`src/rtl/core/barycentric_normal_interpolator_unit_defines.svh`:
```
// Assertion helpers shared by the interpolator RTL
`ifndef BARYCENTRIC_NORMAL_INTERPOLATOR_UNIT_DEFINES_SVH
`define BARYCENTRIC_NORMAL_INTERPOLATOR_UNIT_DEFINES_SVH

// Same-cycle implication, off during reset
`define BNI_ASSERT_IMPL(label, clk, rstn, ante, cons, msg) \
    label: assert property (@(posedge clk) disable iff (!rstn) (ante) |-> (cons)) \
        else $error(msg);

// Next-cycle implication, off during reset
`define BNI_ASSERT_NEXT(label, clk, rstn, ante, cons, msg) \
    label: assert property (@(posedge clk) disable iff (!rstn) (ante) |=> (cons)) \
        else $error(msg);

`endif

```
`src/rtl/core/bni_pkg.sv`:
```
`timescale 1ns / 1ps
package bni_pkg;
    localparam int NORMAL_W = 16;
    localparam int WEIGHT_W = 15;
    localparam int UNIT_W   = 16;
    localparam int LANES    = 3;
endpackage

```
`src/rtl/core/bni_norm.sv`:
```
`timescale 1ns / 1ps
module bni_norm #(
    parameter int MW = 20,
    parameter int LW = 21
) (
    input  logic                                   aclk,
    input  logic                                   en,
    input  logic [bni_pkg::LANES-1:0][MW-1:0]      mag_i,
    input  logic [bni_pkg::LANES-1:0]              neg_i,
    output logic [bni_pkg::LANES-1:0][MW-1:0]      mag_o,
    output logic [bni_pkg::LANES-1:0]              neg_o,
    output logic [LW-1:0]                          len_o,
    output logic                                   zero_o
);
    localparam int RW = LW + 3;
    localparam int QW = 2 * LW;

    logic [bni_pkg::LANES-1:0][2*MW-1:0] sq_reg;
    logic [bni_pkg::LANES-1:0][MW-1:0]   md_reg [LW+2];
    logic [bni_pkg::LANES-1:0]           nd_reg [LW+2];
    logic                                zd_reg [LW+1];
    logic [RW-1:0]                       rem_reg  [LW+1];
    logic [LW-1:0]                       root_reg [LW+1];
    logic [QW-1:0]                       qsh_reg  [LW+1];
    logic [QW-1:0]                       q_next;

    // Merge the lanes into one sum of squares
    always_comb begin
        q_next = QW'(sq_reg[0]) + QW'(sq_reg[1]) + QW'(sq_reg[2]);
    end

    always_ff @(posedge aclk) begin
        if (en) begin
            for (int i = 0; i < bni_pkg::LANES; i++) begin
                sq_reg[i] <= mag_i[i] * mag_i[i];
            end
            md_reg[0]   <= mag_i;
            nd_reg[0]   <= neg_i;
            md_reg[1]   <= md_reg[0];
            nd_reg[1]   <= nd_reg[0];
            qsh_reg[0]  <= q_next;
            rem_reg[0]  <= '0;
            root_reg[0] <= '0;
            zd_reg[0]   <= (q_next == '0);
        end
    end

    // Floor square root, one root bit per stage
    for (genvar k = 0; k < LW; k++) begin : g_sqrt
        logic [RW-1:0] t;
        logic [RW-1:0] trial;
        logic          ge;
        always_comb begin
            t     = {rem_reg[k][RW-3:0], qsh_reg[k][QW-1:QW-2]};
            trial = RW'({root_reg[k], 2'b01});
            ge    = (t >= trial);
        end
        always_ff @(posedge aclk) begin
            if (en) begin
                rem_reg[k+1]  <= ge ? (t - trial) : t;
                root_reg[k+1] <= {root_reg[k][LW-2:0], ge};
                qsh_reg[k+1]  <= qsh_reg[k] << 2;
                zd_reg[k+1]   <= zd_reg[k];
                md_reg[k+2]   <= md_reg[k+1];
                nd_reg[k+2]   <= nd_reg[k+1];
            end
        end
    end

    assign len_o  = root_reg[LW];
    assign zero_o = zd_reg[LW];
    assign mag_o  = md_reg[LW+1];
    assign neg_o  = nd_reg[LW+1];
endmodule

```
`config.mk`:
```
export PLATFORM = sky130hd
export DESIGN_NAME = bni_norm
export DESIGN_NICKNAME = d
export VERILOG_FILES = /design/src/rtl/core/barycentric_normal_interpolator_unit_defines.svh /design/src/rtl/core/bni_pkg.sv /design/src/rtl/core/bni_norm.sv
export SDC_FILE = /design/constraint.sdc
export NUM_CORES = 2
export LEC_CHECK = 0
export ABC_CLOCK_PERIOD_IN_PS = 11700
export BUFFER_PORTS_ARGS = -buffer_cell sky130_fd_sc_hd__buf_4
export CAP_MARGIN = 5
export CORE_MARGIN = 2
export CORE_UTILIZATION = 40
export CTS_CLUSTER_DIAMETER = 40
export DETAILED_ROUTE_END_ITERATION = 10
export GPL_ROUTABILITY_DRIVEN = 0
export HOLD_SLACK_MARGIN = 0.05
export PLACE_DENSITY = 0.66
export SYNTH_ARGS = -nofsm -noshare
export SYNTH_HDL_FRONTEND = slang
export SYNTH_SLANG_ARGS = --single-unit
```
`constraint.sdc`:
```
create_clock -name aclk -period 11.7 [get_ports aclk]
set_input_delay 2.34 -clock aclk [delete_from_list [all_inputs] [get_ports aclk]]
set_output_delay 2.34 -clock aclk [all_outputs]
set_load 0.005 [all_outputs]
```
==> impl_metrics.toml <==
[yosys]
synthCells = 9329
yosysTopAreaCell = "edfxtp_1"
ys_types = 80
yosys_warnings = 0
yosys.area.top_type_share = 0.602
netlist_area_um2 = 134000
synthArstFlopShare = 0
synth_edf_count = 2690
synth-seq-area-share = 0.602
synthTopCellsByArea = "edfxtp_1 (60%), fa_1 (13%), ha_1 (6.9%), inv_1 (3.8%), xnor2_1 (1.9%)"
avgSynthCellArea_um2 = 14.4
synth-seq-cells = 2690
synth_top_flop_cell = "edfxtp_1"

[die]
die_w_um = 583
die_h_um = 583
ios = 150
start_util = 0.402
dieArea_um2 = 340000
coreArea_um2 = 334000
num_rows = 212

[global_route]
grt_start_max_net_pins = 198
first_global_vias = 74800
top_usage_layer = "met2"
grt_antenna_before_repair = 3
grt_use_met3 = 0.0238
use_met2 = 0.240
grtUsageTotal = 0.135
grt_util_met1 = 0.158
overflow = 0
grt_pass1_wl_um = 376000

[placement]
hpwl_um = 162000
io_buffers = 149

[cells_and_area]
area_growth_pct = 13.1
largest_reg_flops = 1377
layout.nets = 11300
fin_util = 0.455
drive_above_1_share = 0.0823

[clocking]
cts_buffers = 345
cts_root_buf = "clkbuf_16"
cts_setup_buffers = 0
cts_tree = "built"
cts-htree-levels = 5
clk_latency_ns = 0.89
clkTransAtPathRegs_ns = 0.06
cts_hold_buf = 0
clock-sinks = 2690
cts_resized = 0
clk_path_buf_depth = 4

[setup_path]
critPathLaunchType = "primary input"
crit_path_top_delay_cell = "o41ai_1"
slowest_delay_ns = 0.71
crit_fanout = 17
arrival_ns = 9.91
required_ns = 12.34
worst_path_most_repeated_cell = "fa_1"
endpoint_kind = "flop"
regToRegStartpoint = "sq_reg[42]"
criticalPathCategory = "primary input to flop"
worstSetupStartpoint = "mag_i[46]"

[sta]
final-setup-viol-count = 0
fmax_mhz = 108
fin_crit_sh = 0.793
setup-tns-final_ns = 0
hold_violations = 0
slew_headroom = 0.193
worst_pin_slew_ns = 1.21
finClkSkew_ns = 0.0536
fin_crit_ns = 9.27
rsz0062_at_grt = "no"
drv_slew = 0

[detailed_routing]
wl_per_cell_um = 16.0
drt_iter0_drc = 4399
via_per_inst = 4.87
ant_nets = 0
dr.pass1.iters = 6
drcViolationCount = 0
wl_um = 229000
num_vias = 69500

[status]
outcome = "completed"

[job]
max-cap-violations = 0

[min_path]
hp-class = "flop to flop"
min-delay-start = "qsh_reg[1][78]"
[stage by stage]
step                      cell area [µm²]  hold slack [ns]  instances  setup slack, ns
after global routing               152000            0.400      14300             2.06
after detailed placement           140000            0.405      13700             1.57
after global placement             140000            0.400      13700             1.75
after floorplan                    134000            0.400       9332             2.29
after CTS                          152000            0.388      14300             2.57
final                              152000            0.380      14300             2.43
[per-layer routing]
layer / wire (µm) / vias up
li1: - / 33000
met1: 90300 / 34200
met2: 116000 / 1697
met3: 10900 / 593
met4: 11000 / 0
met5: 0 / -
[cell families after synthesis]
group | share of synthesized area
AOI/OAI and AO/OA | 0.0511
other | 0.0000279
xor gates and xnor gates | 0.0318
muxes | 0.00269
and+or+nand+nor | 0.0657
buffers and inverters | 0.0467
DFF | 0.602
adders and majority gates | 0.200
[area by class of cell]
type	count	area, µm²
fill	28800	182000
antenna	2	5.00
timing repair buffer	182	1520
clock inverter	235	2710
tap	4387	5490
multi-input combinational	5038	47200
sequential	2690	80800
clock buffer	388	8920
inverter	1360	5100
[worst paths after layout]
kind	to	slack, ns	depth (start not counted)
worst max-delay path	sq_reg[116]	2.43	25
worst min-delay path	qsh_reg[1][122]	0.38	0
worst max register to register	zd_reg[0][0]	6.51	11
worst min register to register	qsh_reg[1][122]	0.38	0
[cells in the final DEF (no fill, tap or decap), drive strengths merged, types with 27 or more instances in the layout]
master and n:
a21o 155, buf 182, a21boi 29, nand4 55
a211oi 27, nand2 642, a21oi 313, inv 1415
or3 41, nand3 71, o21ai 260, o31ai 41
bufinv 27, ha 745, nor4 64, clkinv 121
xnor2 291, edfxtp 2690, or2 33, o21bai 36
nor2b 58, and2 243, and3 29, fa 876
nand2b 65, clkbuf 388, nor2 310, o21a 64
clkinvlp 32, nor3 129, xor2 197
[critical path: cells and delay by family]
family	cells	cell delay, ns
AO/OA/AOI/OAI	10	2.79
buffers and inverters	4	0.58
XOR/XNOR	1	0.14
AND/OR/NAND/NOR	2	0.35
adder cells (fa/ha/maj)	8	3.69
[cell usage after synthesis (all sizes together), types with 177 or more instances]
cell type	number
a21oi	313
and2	243
fa	876
edfxtp	2690
inv	1360
clkbuf	177
xnor2	291
nor2	310
nand2	642
xor2	197
ha	745
o21ai	260
Power is left out: the tool's default activity adds up to more than one toggle a clock period on the data nets, which glitch-free logic cannot reach.
