--- src/rtl/core/barycentric_normal_interpolator_unit_defines.svh ---
// Assertion helpers shared by the interpolator RTL
`ifndef BARYCENTRIC_NORMAL_INTERPOLATOR_UNIT_DEFINES_SVH
`define BARYCENTRIC_NORMAL_INTERPOLATOR_UNIT_DEFINES_SVH

// Same-cycle implication, off during reset
`define BNI_ASSERT_IMPL(label, clk, rstn, ante, cons, msg) \
    label: assert property (@(posedge clk) disable iff (!rstn) (ante) |-> (cons)) \
        else $error(msg);

// Next-cycle implication, off during reset
`define BNI_ASSERT_NEXT(label, clk, rstn, ante, cons, msg) \
    label: assert property (@(posedge clk) disable iff (!rstn) (ante) |=> (cons)) \
        else $error(msg);

`endif

--- src/rtl/core/bni_pkg.sv ---
`timescale 1ns / 1ps
package bni_pkg;
    localparam int NORMAL_W = 16;
    localparam int WEIGHT_W = 15;
    localparam int UNIT_W   = 16;
    localparam int LANES    = 3;
endpackage

--- src/rtl/core/bni_sum_lane.sv ---
`timescale 1ns / 1ps
module bni_sum_lane #(
    parameter int F  = 14,
    parameter int WB = 15,
    parameter int MW = 20
) (
    input  logic                                aclk,
    input  logic                                en,
    input  logic signed [bni_pkg::NORMAL_W-1:0] n0,
    input  logic signed [bni_pkg::NORMAL_W-1:0] n1,
    input  logic signed [bni_pkg::NORMAL_W-1:0] n2,
    input  logic        [bni_pkg::WEIGHT_W-1:0] u,
    input  logic        [bni_pkg::WEIGHT_W-1:0] v,
    output logic        [MW-1:0]                mag_o,
    output logic                                neg_o
);
    localparam int PW   = bni_pkg::NORMAL_W + WB + 1;
    localparam int SUMW = PW + 2;

    logic [WB+1:0] one_ext;
    logic [WB+1:0] w_full;
    logic [WB-1:0] w_sat;
    logic [WB-1:0] u_ext;
    logic [WB-1:0] v_ext;

    logic signed [bni_pkg::NORMAL_W-1:0] n0_reg, n1_reg, n2_reg;
    logic [WB-1:0] u_reg, v_reg, w_reg;
    logic signed [PW-1:0] p0_reg, p1_reg, p2_reg;
    logic signed [PW-1:0] p0_next, p1_next, p2_next;

    logic signed [SUMW-1:0] sum;
    logic [SUMW-1:0] mag;
    logic [SUMW:0]   rnd;

    // Form the third weight, saturated at zero
    always_comb begin
        u_ext   = WB'(u);
        v_ext   = WB'(v);
        one_ext = (WB+2)'(1) << F;
        w_full  = one_ext - {2'b00, u_ext} - {2'b00, v_ext};
        w_sat   = w_full[WB+1] ? '0 : w_full[WB-1:0];
    end

    // Weight each vertex normal
    always_comb begin
        p0_next = PW'(n0_reg * $signed({1'b0, u_reg}));
        p1_next = PW'(n1_reg * $signed({1'b0, v_reg}));
        p2_next = PW'(n2_reg * $signed({1'b0, w_reg}));
    end

    // Sum exactly, round halves away from zero
    always_comb begin
        sum = SUMW'(p0_reg) + SUMW'(p1_reg) + SUMW'(p2_reg);
        mag = sum[SUMW-1] ? SUMW'(-sum) : SUMW'(sum);
        rnd = {1'b0, mag} + ((SUMW+1)'(1) << (F-1));
    end

    always_ff @(posedge aclk) begin
        if (en) begin
            n0_reg <= n0;
            n1_reg <= n1;
            n2_reg <= n2;
            u_reg  <= u_ext;
            v_reg  <= v_ext;
            w_reg  <= w_sat;
            p0_reg <= p0_next;
            p1_reg <= p1_next;
            p2_reg <= p2_next;
            mag_o  <= rnd[F+MW-1:F];
            neg_o  <= sum[SUMW-1];
        end
    end
endmodule

--- config.mk ---
export PLATFORM = sky130hd
export DESIGN_NAME = bni_sum_lane
export DESIGN_NICKNAME = d
export VERILOG_FILES = /design/src/rtl/core/barycentric_normal_interpolator_unit_defines.svh /design/src/rtl/core/bni_pkg.sv /design/src/rtl/core/bni_sum_lane.sv
export SDC_FILE = /design/constraint.sdc
export NUM_CORES = 2
export LEC_CHECK = 0
export ABC_AREA = 1
export BUFFER_PORTS_ARGS = -buffer_cell sky130_fd_sc_hd__buf_4
export CORE_ASPECT_RATIO = 0.75
export CORE_UTILIZATION = 60
export CTS_BUF_LIST = sky130_fd_sc_hd__clkbuf_8
export CTS_CLUSTER_DIAMETER = 30
export CTS_CLUSTER_SIZE = 16
export DETAILED_ROUTE_END_ITERATION = 10
export GPL_TIMING_DRIVEN = 0
export PLACE_DENSITY = 0.75
export REMOVE_ABC_BUFFERS = 1
export SYNTH_ARGS = -nofsm -noshare
export SYNTH_HDL_FRONTEND = slang
export SYNTH_SLANG_ARGS = --single-unit
export TNS_END_PERCENT = 5
--- constraint.sdc ---
create_clock -name aclk -period 8.48 [get_ports aclk]
set_clock_uncertainty 0.1 [all_clocks]
set_input_delay 0.848 -clock aclk [delete_from_list [all_inputs] [get_ports aclk]]
set_output_delay 0.848 -clock aclk [all_outputs]
set_load 0.02 [all_outputs]
==> implementation parameters <==
Parameter                              Value

Global routing
  Antenna violations before repair    0
  Number of global-route vias before repair    30300
  Final global-route overflow total    0
  Global-route wire length before repair    between 150 and 200 mm
  Global Route Usage Sum    28.9%
  Pin count of the biggest net entering global routing    108

Placed design
  Post-placement setup slack    1.52 ns
  Placed insts    5658
  Routability Congestion    about 0.95
  Port Buf Inserts    100
  Post-DP HPWL    78.0 mm

Clock network
  Post-CTS setup buffer count    0
  H-tree level count    2
  Clock latency at the later pin of the worst-skew pair    0.69 ns
  Clock Tree Buf Depth    3
  CTS tree    yes
  Clk pin slew, worst setup/hold paths    approximately 0.070 ns
  CTS buffer count    50
  Clock sink count    210
  Number of buffers inserted for hold repair after clock tree synthesis    0
  Root Driver    sky130_fd_sc_hd__clkbuf_8
  Count of cells resized by post-cts repair    0

STA
  Setup TNS after final layout    0 ns
  Top achievable clock speed    141 MHz
  Unrepaired setup endpoints after global routing    no
  Final WS setup    around 1.4 ns
  Final clock period utilization by the worst path    a little over four fifths
  Slew HR    about 30%
  Transition time of the tightest slew-check pin    1.05 ns
  Max-slew violation count    0
  Number of endpoints failing setup at the final stage    0
  Final critical delay including setup and external delays    7.09 ns
  Endpoints failing hold    0

Final layout
  Fraction of layout instances using a drive strength above 1    6.39%
  Commonest cells after routing, fill and taps aside    sky130_fd_sc_hd__inv_1 (1453), sky130_fd_sc_hd__nand2_1 (1172), sky130_fd_sc_hd__fa_1 (772)
  Final non-filler cell total    around 5800
  Total number of nets in the final design    between 5000 and 6000
  Area growth from synthesis to layout    5.84%
  Count of fill cells added during filler insertion    5593
  Most frequent standard cell in the layout excluding fill and tap cells    sky130_fd_sc_hd__inv_1
  Diode insertion count for antenna repair    0

Synthesis
  Synth unique cells    between 40 and 50
  Avg Cell Area, Syn    8.43 µm²
  Post-Synthesis Cell Area    40600 µm²
  Mapped Cells    a little under 5000
  Asr flop ratio synth    0%
  Main synth FF type    sky130_fd_sc_hd__edfxtp_1
  Share of the yosys chip area belonging to registers    between 10% and 20%
  Yosys warning count    0
  Flip-flop and latch count after synthesis    210
  Post-synth EDFFs    210

Worst hold path
  Number of instances on the worst hold path    1
  Path class of the lowest-slack min-delay path    in -> reg

Worst setup path
  Delay of the slowest critical-path stage    a little over 0.9 ns
  Cell family with most CP delay    adder cells
  Crit end category    flop
  End of the worst register-to-register path    p2_reg[31]
  Critical Path Start Type    flop
  Register-to-register path setup slack    ~1.4 ns
  Slowest stage cell on the critical path    sky130_fd_sc_hd__edfxtp_1
  Critical path origin    w_reg[1]
  List of cells traversed by the critical path    nand2_1 -> fa_1 -> fa_1 -> inv_1 -> fa_1 -> inv_1 -> fa_1 -> fa_1 -> fa_1 -> inv_1 -> ha_1 -> nand2_1 -> nor2_1 -> nand2_1 -> nor4_1 -> nand2_1 -> o211ai_1 -> a21oi_1 -> nor2_1 -> nor2_1 -> xor2_1
  Cell count of the worst reg-to-reg path    21
  Critical path peak fanout    16
  Worst path required time    8.78 ns
  Kind of critical path    reg -> reg
  CP Capture Point    p2_reg[31]
  Count of buffering cells on the critical path with inverters included    3
  Reg-to-reg startpoint    w_reg[1]
  Cell repeated most along the worst path    sky130_fd_sc_hd__fa_1
  Crit path DAT    7.39 ns
  Stages on the worst setup path    21

Flow run
  Number of maximum-capacitance violations    0

Detailed routing
  ANT nets after route    0
  Average routed wire per standard cell    16.1 µm
  Post-Route WL    92.8 mm
  Count of vias placed by the detailed router    approximately 30000
  Via count normalized by instance count    5.15
  Number of detailed-routing iterations run before antenna repair    6
  Starting DRC count in detailed routing    ~2300
  # DRC    0

Die
  Num ports    101
  Die H    approximately 230 µm
  Starting density of the core    60.7%
  Die width    302 µm
  Full die area    between 60000 and 70000 µm²
  Placeable Area    66900 µm²
  Number of rows created at floorplan    82

Outcome
  Outcome    finished clean
## cells in the mapped netlist (all sizes together) (12+ instances only)
master | instances | area, µm²
clkbuf | 140 | 526
nand2 | 1226 | 4740
a21boi | 12 | 90.1
nand4 | 31 | 194
o21ai | 52 | 260
xnor2 | 51 | 447
fa | 772 | 15500
ha | 295 | 3690
nor2 | 159 | 744
nand3 | 102 | 593
edfxtp | 210 | 6310
xor2 | 91 | 797
a21oi | 129 | 649
inv | 1466 | 5510
## cell families after synthesis
family                   synth area share, %
AO/OA/AOI/OAI                           3.36
adder cells (fa/ha/maj)                 47.1
flip-flops                              15.5
XOR/XNOR                                3.06
buffers and inverters                   15.0
AND/OR/NAND/NOR                         15.9
## worst reg2reg max path: cells and delay by family (launching register included)
family          cells  cell delay, ns
fa+ha+maj           7            3.70
simple gates        8            1.24
flops               1            0.92
compound gates      2            0.37
buf+inv             3            0.31
xor+xnor            1            0.17
## worst min-delay path by stage
stage,from,slack (ns),end
after floorplan,n0_reg[0],0.65,p0_reg[0]
after global placement,n0_reg[0],0.92,p0_reg[0]
after detailed placement,n1[6],0.93,n1_reg[6]
after CTS,n2[2],0.18,n2_reg[2]
after global routing,n2[1],0.21,n2_reg[1]
final,n2[4],0.23,n2_reg[4]
## per-stage QoR
stage | util (%) | area [µm²] | hold WS [ns]
floorplan | - | 40000 | 0.652
CTS | 64.3 | 43000 | 0.175
global route | 64.3 | 43000 | 0.206
finish | 64.3 | 43000 | 0.231
detailed placement | 62.7 | 41900 | 0.927
global placement | 62.6 | 41900 | 0.915
## cell type report
type	count	area, µm²	share of cell area, %
Sequential cell	210	6310	14.7
Clock inverter	44	375	0.873
Clock buffer	50	688	1.60
Multi-Input combinational cell	2997	28200	65.6
Timing Repair Buffer	101	786	1.83
Tap cell	882	1100	2.57
Inverter	1468	5510	12.8
## metal layers
metal  track usage, %  routed length, µm  up-vias
li1                 -                  -    13900
met1             43.5              42100    14400
met2             43.3              40200     1138
met3             5.67               8620      113
met4             6.57               1890        0
met5                0                  0        -
Power is left out: the tool's default activity adds up to more than one toggle a clock period on the data nets, which glitch-free logic cannot reach.
