**config.mk**
```make
export PLATFORM = sky130hd
export DESIGN_NAME = bni_div_lane
export DESIGN_NICKNAME = d
export VERILOG_FILES = /design/src/rtl/core/barycentric_normal_interpolator_unit_defines.svh /design/src/rtl/core/bni_pkg.sv /design/src/rtl/core/bni_div_lane.sv
export SDC_FILE = /design/constraint.sdc
export NUM_CORES = 1
export LEC_CHECK = 0
export ABC_CLOCK_PERIOD_IN_PS = 8200
export BUFFER_PORTS_ARGS = -buffer_cell sky130_fd_sc_hd__clkbuf_2
export CAP_MARGIN = 40
export CELL_PAD_IN_SITES_DETAIL_PLACEMENT = 1
export CELL_PAD_IN_SITES_GLOBAL_PLACEMENT = 1
export CORE_MARGIN = 2
export CORE_UTILIZATION = 38
export CTS_BUF_LIST = sky130_fd_sc_hd__clkbuf_4 sky130_fd_sc_hd__clkbuf_8
export CTS_CLUSTER_DIAMETER = 30
export CTS_CLUSTER_SIZE = 25
export DETAILED_ROUTE_END_ITERATION = 6
export GPL_TIMING_DRIVEN = 0
export PLACE_DENSITY_LB_ADDON = 0.1
export REMOVE_ABC_BUFFERS = 1
export SLEW_MARGIN = 30
export SYNTH_ARGS = -nofsm -noshare
export SYNTH_HDL_FRONTEND = slang
export SYNTH_SLANG_ARGS = --single-unit
```
**constraint.sdc**
```tcl
create_clock -name aclk -period 8.2 [get_ports aclk]
set_input_delay 2.46 -clock aclk [delete_from_list [all_inputs] [get_ports aclk]]
set_output_delay 2.46 -clock aclk [all_outputs]
set_load 0.005 [all_outputs]
```
**src/rtl/core/barycentric_normal_interpolator_unit_defines.svh**
```systemverilog
// Assertion helpers shared by the interpolator RTL
`ifndef BARYCENTRIC_NORMAL_INTERPOLATOR_UNIT_DEFINES_SVH
`define BARYCENTRIC_NORMAL_INTERPOLATOR_UNIT_DEFINES_SVH

// Same-cycle implication, off during reset
`define BNI_ASSERT_IMPL(label, clk, rstn, ante, cons, msg) \
    label: assert property (@(posedge clk) disable iff (!rstn) (ante) |-> (cons)) \
        else $error(msg);

// Next-cycle implication, off during reset
`define BNI_ASSERT_NEXT(label, clk, rstn, ante, cons, msg) \
    label: assert property (@(posedge clk) disable iff (!rstn) (ante) |=> (cons)) \
        else $error(msg);

`endif

```
**src/rtl/core/bni_pkg.sv**
```systemverilog
`timescale 1ns / 1ps
package bni_pkg;
    localparam int NORMAL_W = 16;
    localparam int WEIGHT_W = 15;
    localparam int UNIT_W   = 16;
    localparam int LANES    = 3;
endpackage

```
**src/rtl/core/bni_div_lane.sv**
```systemverilog
`timescale 1ns / 1ps
module bni_div_lane #(
    parameter int F  = 14,
    parameter int MW = 20,
    parameter int LW = 21
) (
    input  logic                              aclk,
    input  logic                              en,
    input  logic [MW-1:0]                     mag,
    input  logic                              neg,
    input  logic                              zero,
    input  logic [LW-1:0]                     len,
    output logic signed [bni_pkg::UNIT_W-1:0] unit_o
);
    localparam int QB  = F + 2;
    localparam int NW  = MW + F + 1;
    localparam int EXW = (QB > bni_pkg::UNIT_W) ? QB : bni_pkg::UNIT_W;

    logic [NW-1:0] num;
    logic [LW-1:0] rem_in;

    logic [LW-1:0] rem_reg  [QB];
    logic [QB-1:0] quo_reg  [QB];
    logic [QB-1:0] nlo_reg  [QB];
    logic [LW-1:0] len_reg  [QB];
    logic          neg_reg  [QB];
    logic          zero_reg [QB];

    logic [QB-1:0]         one_q;
    logic [QB-1:0]         clamped;
    logic signed [QB-1:0]  sval;
    logic signed [EXW-1:0] sext;

    // Scale the component and add half the length for rounding
    always_comb begin
        num    = (NW'(mag) << F) + NW'(len >> 1);
        rem_in = LW'(num[NW-1:QB]);
    end

    // Restoring division, one quotient bit per stage
    for (genvar k = 0; k < QB; k++) begin : g_div
        logic [LW-1:0] rem_p, len_p;
        logic [QB-1:0] quo_p, nlo_p;
        logic          neg_p, zero_p;
        logic [LW:0]   t;
        logic          ge;
        if (k == 0) begin : g_first
            always_comb begin
                rem_p  = rem_in;
                quo_p  = '0;
                nlo_p  = num[QB-1:0];
                len_p  = len;
                neg_p  = neg;
                zero_p = zero;
            end
        end else begin : g_next
            always_comb begin
                rem_p  = rem_reg[k-1];
                quo_p  = quo_reg[k-1];
                nlo_p  = nlo_reg[k-1];
                len_p  = len_reg[k-1];
                neg_p  = neg_reg[k-1];
                zero_p = zero_reg[k-1];
            end
        end
        always_comb begin
            t  = {rem_p, nlo_p[QB-1]};
            ge = (t >= {1'b0, len_p});
        end
        always_ff @(posedge aclk) begin
            if (en) begin
                rem_reg[k]  <= ge ? LW'(t - {1'b0, len_p}) : t[LW-1:0];
                quo_reg[k]  <= {quo_p[QB-2:0], ge};
                nlo_reg[k]  <= nlo_p << 1;
                len_reg[k]  <= len_p;
                neg_reg[k]  <= neg_p;
                zero_reg[k] <= zero_p;
            end
        end
    end

    // Clamp to one, apply sign, drop on zero length
    always_comb begin
        one_q   = QB'(1) << F;
        clamped = (quo_reg[QB-1] > one_q) ? one_q : quo_reg[QB-1];
        sval    = neg_reg[QB-1] ? $signed(-clamped) : $signed(clamped);
        sext    = EXW'(sval);
        if (zero_reg[QB-1]) begin
            sext = '0;
        end
    end

    always_ff @(posedge aclk) begin
        if (en) begin
            unit_o <= sext[bni_pkg::UNIT_W-1:0];
        end
    end
endmodule

```
==> results of run 1 <==
[final cells by class]
class | count | area share, %
antenna | 3 | 0.0142
clock buffer | 238 | 5.77
clock inverter | 131 | 2.68
inverter | 427 | 3.03
multi-input combinational | 2708 | 36.9
sequential | 815 | 46.2
tap | 1612 | 3.81
timing repair buffer | 84 | 1.53
[path summary, 6_finish.rpt]
kind | slack [ns] | cells past startpoint | to | start
setup / recovery | 1.61 | 22 | rem_reg[0][15] | len[15]
hold / removal | 0.39 | 0 | quo_reg[0][102] | quo_reg[0][85]
setup reg to reg | 4.21 | 12 | rem_reg[1][84] | len_reg[11][4]
hold reg to reg | 0.39 | 0 | quo_reg[0][102] | quo_reg[0][85]
[kinds of logic (layout without fill, tap and decap cells)]
| group | after synthesis | in the layout |
|---|---|---|
| AOI/OAI and AO/OA | 1021 | 1021 |
| xor gates and xnor gates | 238 | 238 |
| adders and majority gates | 358 | 358 |
| buffers and inverters | 495 | 880 |
| DFF | 815 | 815 |
| muxes | 156 | 156 |
| other | 0 | 3 |
| and+or+nand+nor | 935 | 935 |
[per-layer routing]
layer	track usage, %	part of all wire, %
met1	24.8	47
met2	30.6	48
met3	3.31	3.2
met4	5.81	2.1
met5	0	0
[per-stage QoR]
stage,cell area [sq um],std cells,util [%]
floorplan,45500,3950,-
global placement,47900,5622,39.9
detailed placement,48400,5644,40.4
CTS,52900,6013,44.2
global route,52900,6017,44.2
finish,52900,6018,44.2
[report_power, final]
part	total (uW)	switching [uW]	internal (uW)	leakage, uW
logic	8440	4680	3750	0.0112
registers	6680	614	6070	0.00797
clock network	5380	2060	3320	0.00228
[synth_stat cells (all sizes together), types with 14 or more instances]
library cell / instances
edfxtp: 815
inv: 426
ha: 342
nand2: 290
a21oi: 273
nor2: 260
o21ai: 252
xnor2: 139
mux2: 133
a21o: 113
xor2: 99
nand3: 65
o21a: 53
nor3: 52
nand2b: 44
a211oi: 42
a31oi: 41
clkbuf: 39
nand4: 39
nor2b: 39
and3: 29
buf: 29
a21boi: 28
o211ai: 27
mux2i: 23
o31ai: 23
or2: 21
and2: 19
o21bai: 18
or3: 17
fa: 16
a211o: 14
nand3b: 14
o31a: 14
[critical path, cell delays in order]
cell and delay [ns]:
clkbuf_2 0.11, ha_1 0.17, inv_1 0.06, fa_1 0.44, nor2b_1 0.13, o21ai_0 0.10
a21boi_0 0.24, o21ai_0 0.21, a21o_1 0.30, nor2_1 0.15, xor2_1 0.20, ha_1 0.35
nand2_1 0.18, o21ai_1 0.10, a221o_1 0.30, a21oi_1 0.28, o311ai_1 0.21, o21ai_2 0.35
buf_6 0.23, inv_2 0.20, mux2i_1 0.18, nor3b_1 0.27
==> results.ini, run 1 <==
[logic_synthesis]
syn_inst=4018
synth-edff-count=815
synth_cell_types=86
synth_ff_type=edfxtp_1
synth_xor_area_share_pct=4.55
syn_area_sq_um=45800
synth_fa_ha_area_share_pct=10.0
synth_top_family_by_area=compound AO/OA/AOI/OAI gates
yosysTopAreaCell=edfxtp_1
async_flop_share_pct=0
seq_area_frac_synth_pct=53.4
yosys.area.top_type_share_pct=53.4
synth-compound-area-share_pct=14.3
synth_seq_cells=815
synth-simple-area-share_pct=9.65
muxShareOfSynthArea_pct=3.91
yosys-top-cells-area=edfxtp_1 53%, ha_1 9.3%, inv_1 3.4%
ys_warn_count=0
synth.avg_cell_area_sq_um=11.4

[outcome]
outcome=completed

[sta]
fmax_mhz=152
worstMarginPinSlew_ns=0.860
finalSetupViolCount=0
tns_ns=0
relSlewSlack_pct=42.1
drv_slew=0
hold_violations=0
fin_crit_ns=6.59
skew_ns=0.0440
whs_ns=0.392
worst_slack_ns=1.61
finalCritPeriodShare_pct=80.3
rsz0062_at_grt=no

[placed_design]
dpl_worst_slack_ns=0.327
dpl.hpwl_um=86300
numPortBuffers=60
gp_congestion=0.834

[cells_and_area]
nFillCells=12917
syn_to_final_growth_pct=15.5
fin_nets=4642
seqCellArea_sq_um=24500
final_cell_mix=815 x edfxtp_1, 421 x inv_1, 342 x ha_1
drive_gt1_share_pct=13.6
multi_input_area_sq_um=19500
layout_commonest_cell=edfxtp_1

[pwr]
p_per_area_nw_per_um2=387
p_leak_uw=0.0215
max-vdd-ir-drop_uv=201
p_total_uw=20500

[global_route]
first_global_vias=31643
grt_pass1_wl_um=178000
grt_overflow_total=0
grt_antenna_before_repair=5
track_usage_pct=18.6
grt_max_degree=83

[critical_path]
path_class=input pin to flip-flop
worstSetupEndpointType=flip-flop
critPathRequiredTime_ns=8.87
startpoint_type=input pin
crit_arrival_ns=7.26
crit_path_max_fanout=21

[cts]
cts_hold_buf=0
root_buffer=clkbuf_8
post_cts_resized=0
clk_transition_reported_paths_ns=0.05
cts_buffers=203
cts_tree=done
max-clock-path-buffers=3
cts_setup_buffers=0
cts_htree_levels=4
clk_latency_ns=0.89
cts_sinks=815

[drt]
detail_route.wl_per_cell_um=18.9
drtIter0Drc=1624
post-route-drc-count=0
wirelength_um=114000
vias=30835
drtPass1Iterations=5
vias_per_cell=5.12
ant_nets=0

[die]
start_util_pct=38.3
die_area_sq_um=123000
core-area_sq_um=120000
pin_count=61
die_x_um=351
die_h_um=351
num_rows=127

[worst_hold_path]
worstHoldPathType=flip-flop to flip-flop

[job]
cap_violations=0

Note: power is estimated with default switching activity, not from simulation.
==> inputs of run 2 (changes only) <==
Settings changed: ABC_CLOCK_PERIOD_IN_PS 8200 to 6100.
Clock period 8.2 ns to 6.1 ns, I/O delays scaled along.
==> results.ini, run 2 (same netlist as run 1, synthesis figures left out) <==
[drt]
route.top_layer_used=met4
wl_met2_um=54300  ; about the same
wirelength_um=114000  ; about the same
drtPass1Iterations=5  ; unchanged
drtIter0Drc=1658  ; +2.1%
post-route-drc-count=0  ; unchanged
wl_met1_um=53300  ; about the same
wl_met3_um=3660  ; +1.3%
detail_route.wl_per_cell_um=18.9  ; about the same
vias_per_cell=5.12  ; about the same
vias=30819  ; -0.052%
ant_nets=0  ; unchanged

[die]
num_rows=127  ; unchanged
die_area_sq_um=123000  ; unchanged
start_util_pct=38.3  ; unchanged
core-area_sq_um=120000  ; unchanged
die_h_um=351  ; unchanged
pin_count=61  ; unchanged
die_x_um=351  ; unchanged

[cells_and_area]
nFillCells=12918  ; +0.0077%
seqCellArea_sq_um=24500  ; unchanged
drive_gt1_share_pct=13.7  ; +0.039 points
post_layout_nonfiller_instances=6019  ; +0.017%
multi_input_area_sq_um=19600  ; about the same
layout_commonest_cell=edfxtp_1
syn_to_final_growth_pct=15.5  ; about the same
fin_nets=4644  ; +0.043%
final_cell_mix=815 x edfxtp_1, 421 x inv_1, 342 x ha_1

[pwr]
p_leak_uw=0.0215  ; about the same
p_int_uw=17700  ; +34%
p_sw_share_pct=35.9  ; about the same
netSwitchingPower_uw=9890  ; +34%
p_total_uw=27600  ; +34%
p_clk_share_pct=26.2  ; about the same
comb_power_share_pct=41.2  ; about the same
p_per_area_nw_per_um2=520  ; +34%
power_frac_seq_pct=32.6  ; about the same
max-vdd-ir-drop_uv=271  ; +35%

[global_route]
track_usage_pct=18.6  ; about the same
grt_pass1_wl_um=178000  ; about the same
grt_max_degree=83  ; unchanged
grt_overflow_total=0  ; unchanged
grt_antenna_before_repair=5  ; unchanged
first_global_vias=31643  ; unchanged

[critical_path]
r2r_start=len_reg[11][4]
crit_path_end=rem_reg[0][15]
critPathRequiredTime_ns=6.77  ; -2.10 ns
startpoint_type=input pin
path_class=input pin to flip-flop
r2r_cells=12  ; unchanged
slowest_delay_ns=0.45  ; about the same
worstReg2RegEnd=rem_reg[1][84]
worstSetupEndpointType=flip-flop
crit_path_max_fanout=21  ; unchanged
r2r_slack_ns=2.12  ; -2.09 ns
cp_num_buf_inv=3  ; -1
cp_cell_sequence=clkbuf_2 > ha_1 > inv_1 > fa_1 > nor2b_1 > o21ai_0 > a21boi_0 > o21ai_0 > a21o_1 > nor2_1 > xor2_1 > ha_1 > nand2_1 > o21ai_1 > a221o_1 > a21oi_1 > o311ai_1 > o21ai_4 > inv_2 > mux2i_1 > nor3b_1
crit_slowest_cell=fa_1
path_delay_family=compound AO/OA/AOI/OAI gates
crit_arrival_ns=6.49  ; -0.77 ns
path_depth=21  ; -4.5%
startpoint=len[15]

[sta]
drv_slew=0  ; unchanged
whs_ns=0.388  ; -0.00395 ns
fin_crit_ns=5.81
finalSetupViolCount=0  ; unchanged
fmax_mhz=172
hold_violations=0  ; unchanged
skew_ns=0.0440  ; -0.0000215 ns
worstMarginPinSlew_ns=0.817  ; -0.0431 ns
relSlewSlack_pct=45.0  ; +2.9 points
finalCritPeriodShare_pct=95.3

[cts]
clk_transition_reported_paths_ns=0.05  ; about the same
cts_htree_levels=4  ; unchanged
clk_latency_ns=0.89  ; about the same
cts_tree=done
max-clock-path-buffers=3  ; unchanged
cts_sinks=815  ; unchanged
root_buffer=clkbuf_8
cts_buffers=203  ; unchanged

[placed_design]
dpl.hpwl_um=86300  ; unchanged
gp_congestion=0.834  ; unchanged
dp_cells=5644  ; unchanged
numPortBuffers=60  ; unchanged

[outcome]
outcome=completed

[worst_hold_path]
worstHoldPathType=flip-flop to flip-flop

[job]
cap_violations=0  ; unchanged

[run 2: cell count changes in the layout (fill, tap and decap cells not counted), sizes merged]
cell	before	now
buf	23	25
diode	3	2
[run 2: per-layer routing]
| layer | up-vias | global-route usage, % |
|---|---|---|
| li1 | 15349 | - |
| met1 | 14932 | 24.8 |
| met2 | 386 | 30.6 |
| met3 | 152 | 3.31 |
| met4 | 0 | 5.81 |
| met5 | - | 0 |
[run 2: worst min-delay path by stage]
stage | cells past startpoint | to | start
6_report | 0 | quo_reg[0][102] | quo_reg[0][85]
5_1_grt | 0 | quo_reg[1][24] | quo_reg[1][7]
4_1_cts | 0 | quo_reg[0][102] | quo_reg[0][85]
3_5_place_dp | 0 | quo_reg[0][33] | quo_reg[0][16]
3_3_place_gp | 0 | neg_reg[0][7] | neg_reg[0][6]
2_1_floorplan | 0 | neg_reg[0][1] | neg_reg[0][0]
[run 2: layout make-up]
| cell class | count | share of cell area [%] |
|---|---|---|
| Tap cell | 1612 | 3.81 |
| Sequential cell | 815 | 46.2 |
| Clock buffer | 238 | 5.77 |
| Timing Repair Buffer | 86 | 1.55 |
| Antenna cell | 2 | 0.00945 |
| Inverter | 427 | 3.03 |
| Multi-Input combinational cell | 2708 | 36.9 |
| Clock inverter | 131 | 2.67 |
[run 2: what timing repair did]
item                       CTS  global route
setup buffers                0             3
setup endpoints to repair   13            15
gates resized for setup      1             0
hold buffers                 0             0
pin swaps                    0             1
[run 2: power by group through the flow]
| stage | Clock (uW) | Combinational (uW) | Sequential, uW |
|---|---|---|---|
| after global routing | 7750 | 12700 | 9130 |
| after floorplan | 0 | 8380 | 8650 |
| after CTS | 7480 | 11500 | 9030 |
| after global placement | 0 | 11000 | 9300 |
| final | 7230 | 11300 | 8980 |
| after detailed placement | 0 | 11400 | 9120 |
[run 2: stage by stage]
step	setup WS [ns]	utilization [%]	instance area [sq um]	setup TNS, ns
floorplan	0.176	-	45500	0
global placement	-11.39	39.9	47900	-9097.45
detailed placement	-1.14	40.4	48400	-19.57
CTS	0.0905	44.2	52900	0
global route	-0.000287	44.2	52900	-0.000287
finish	0.287	44.2	52900	0
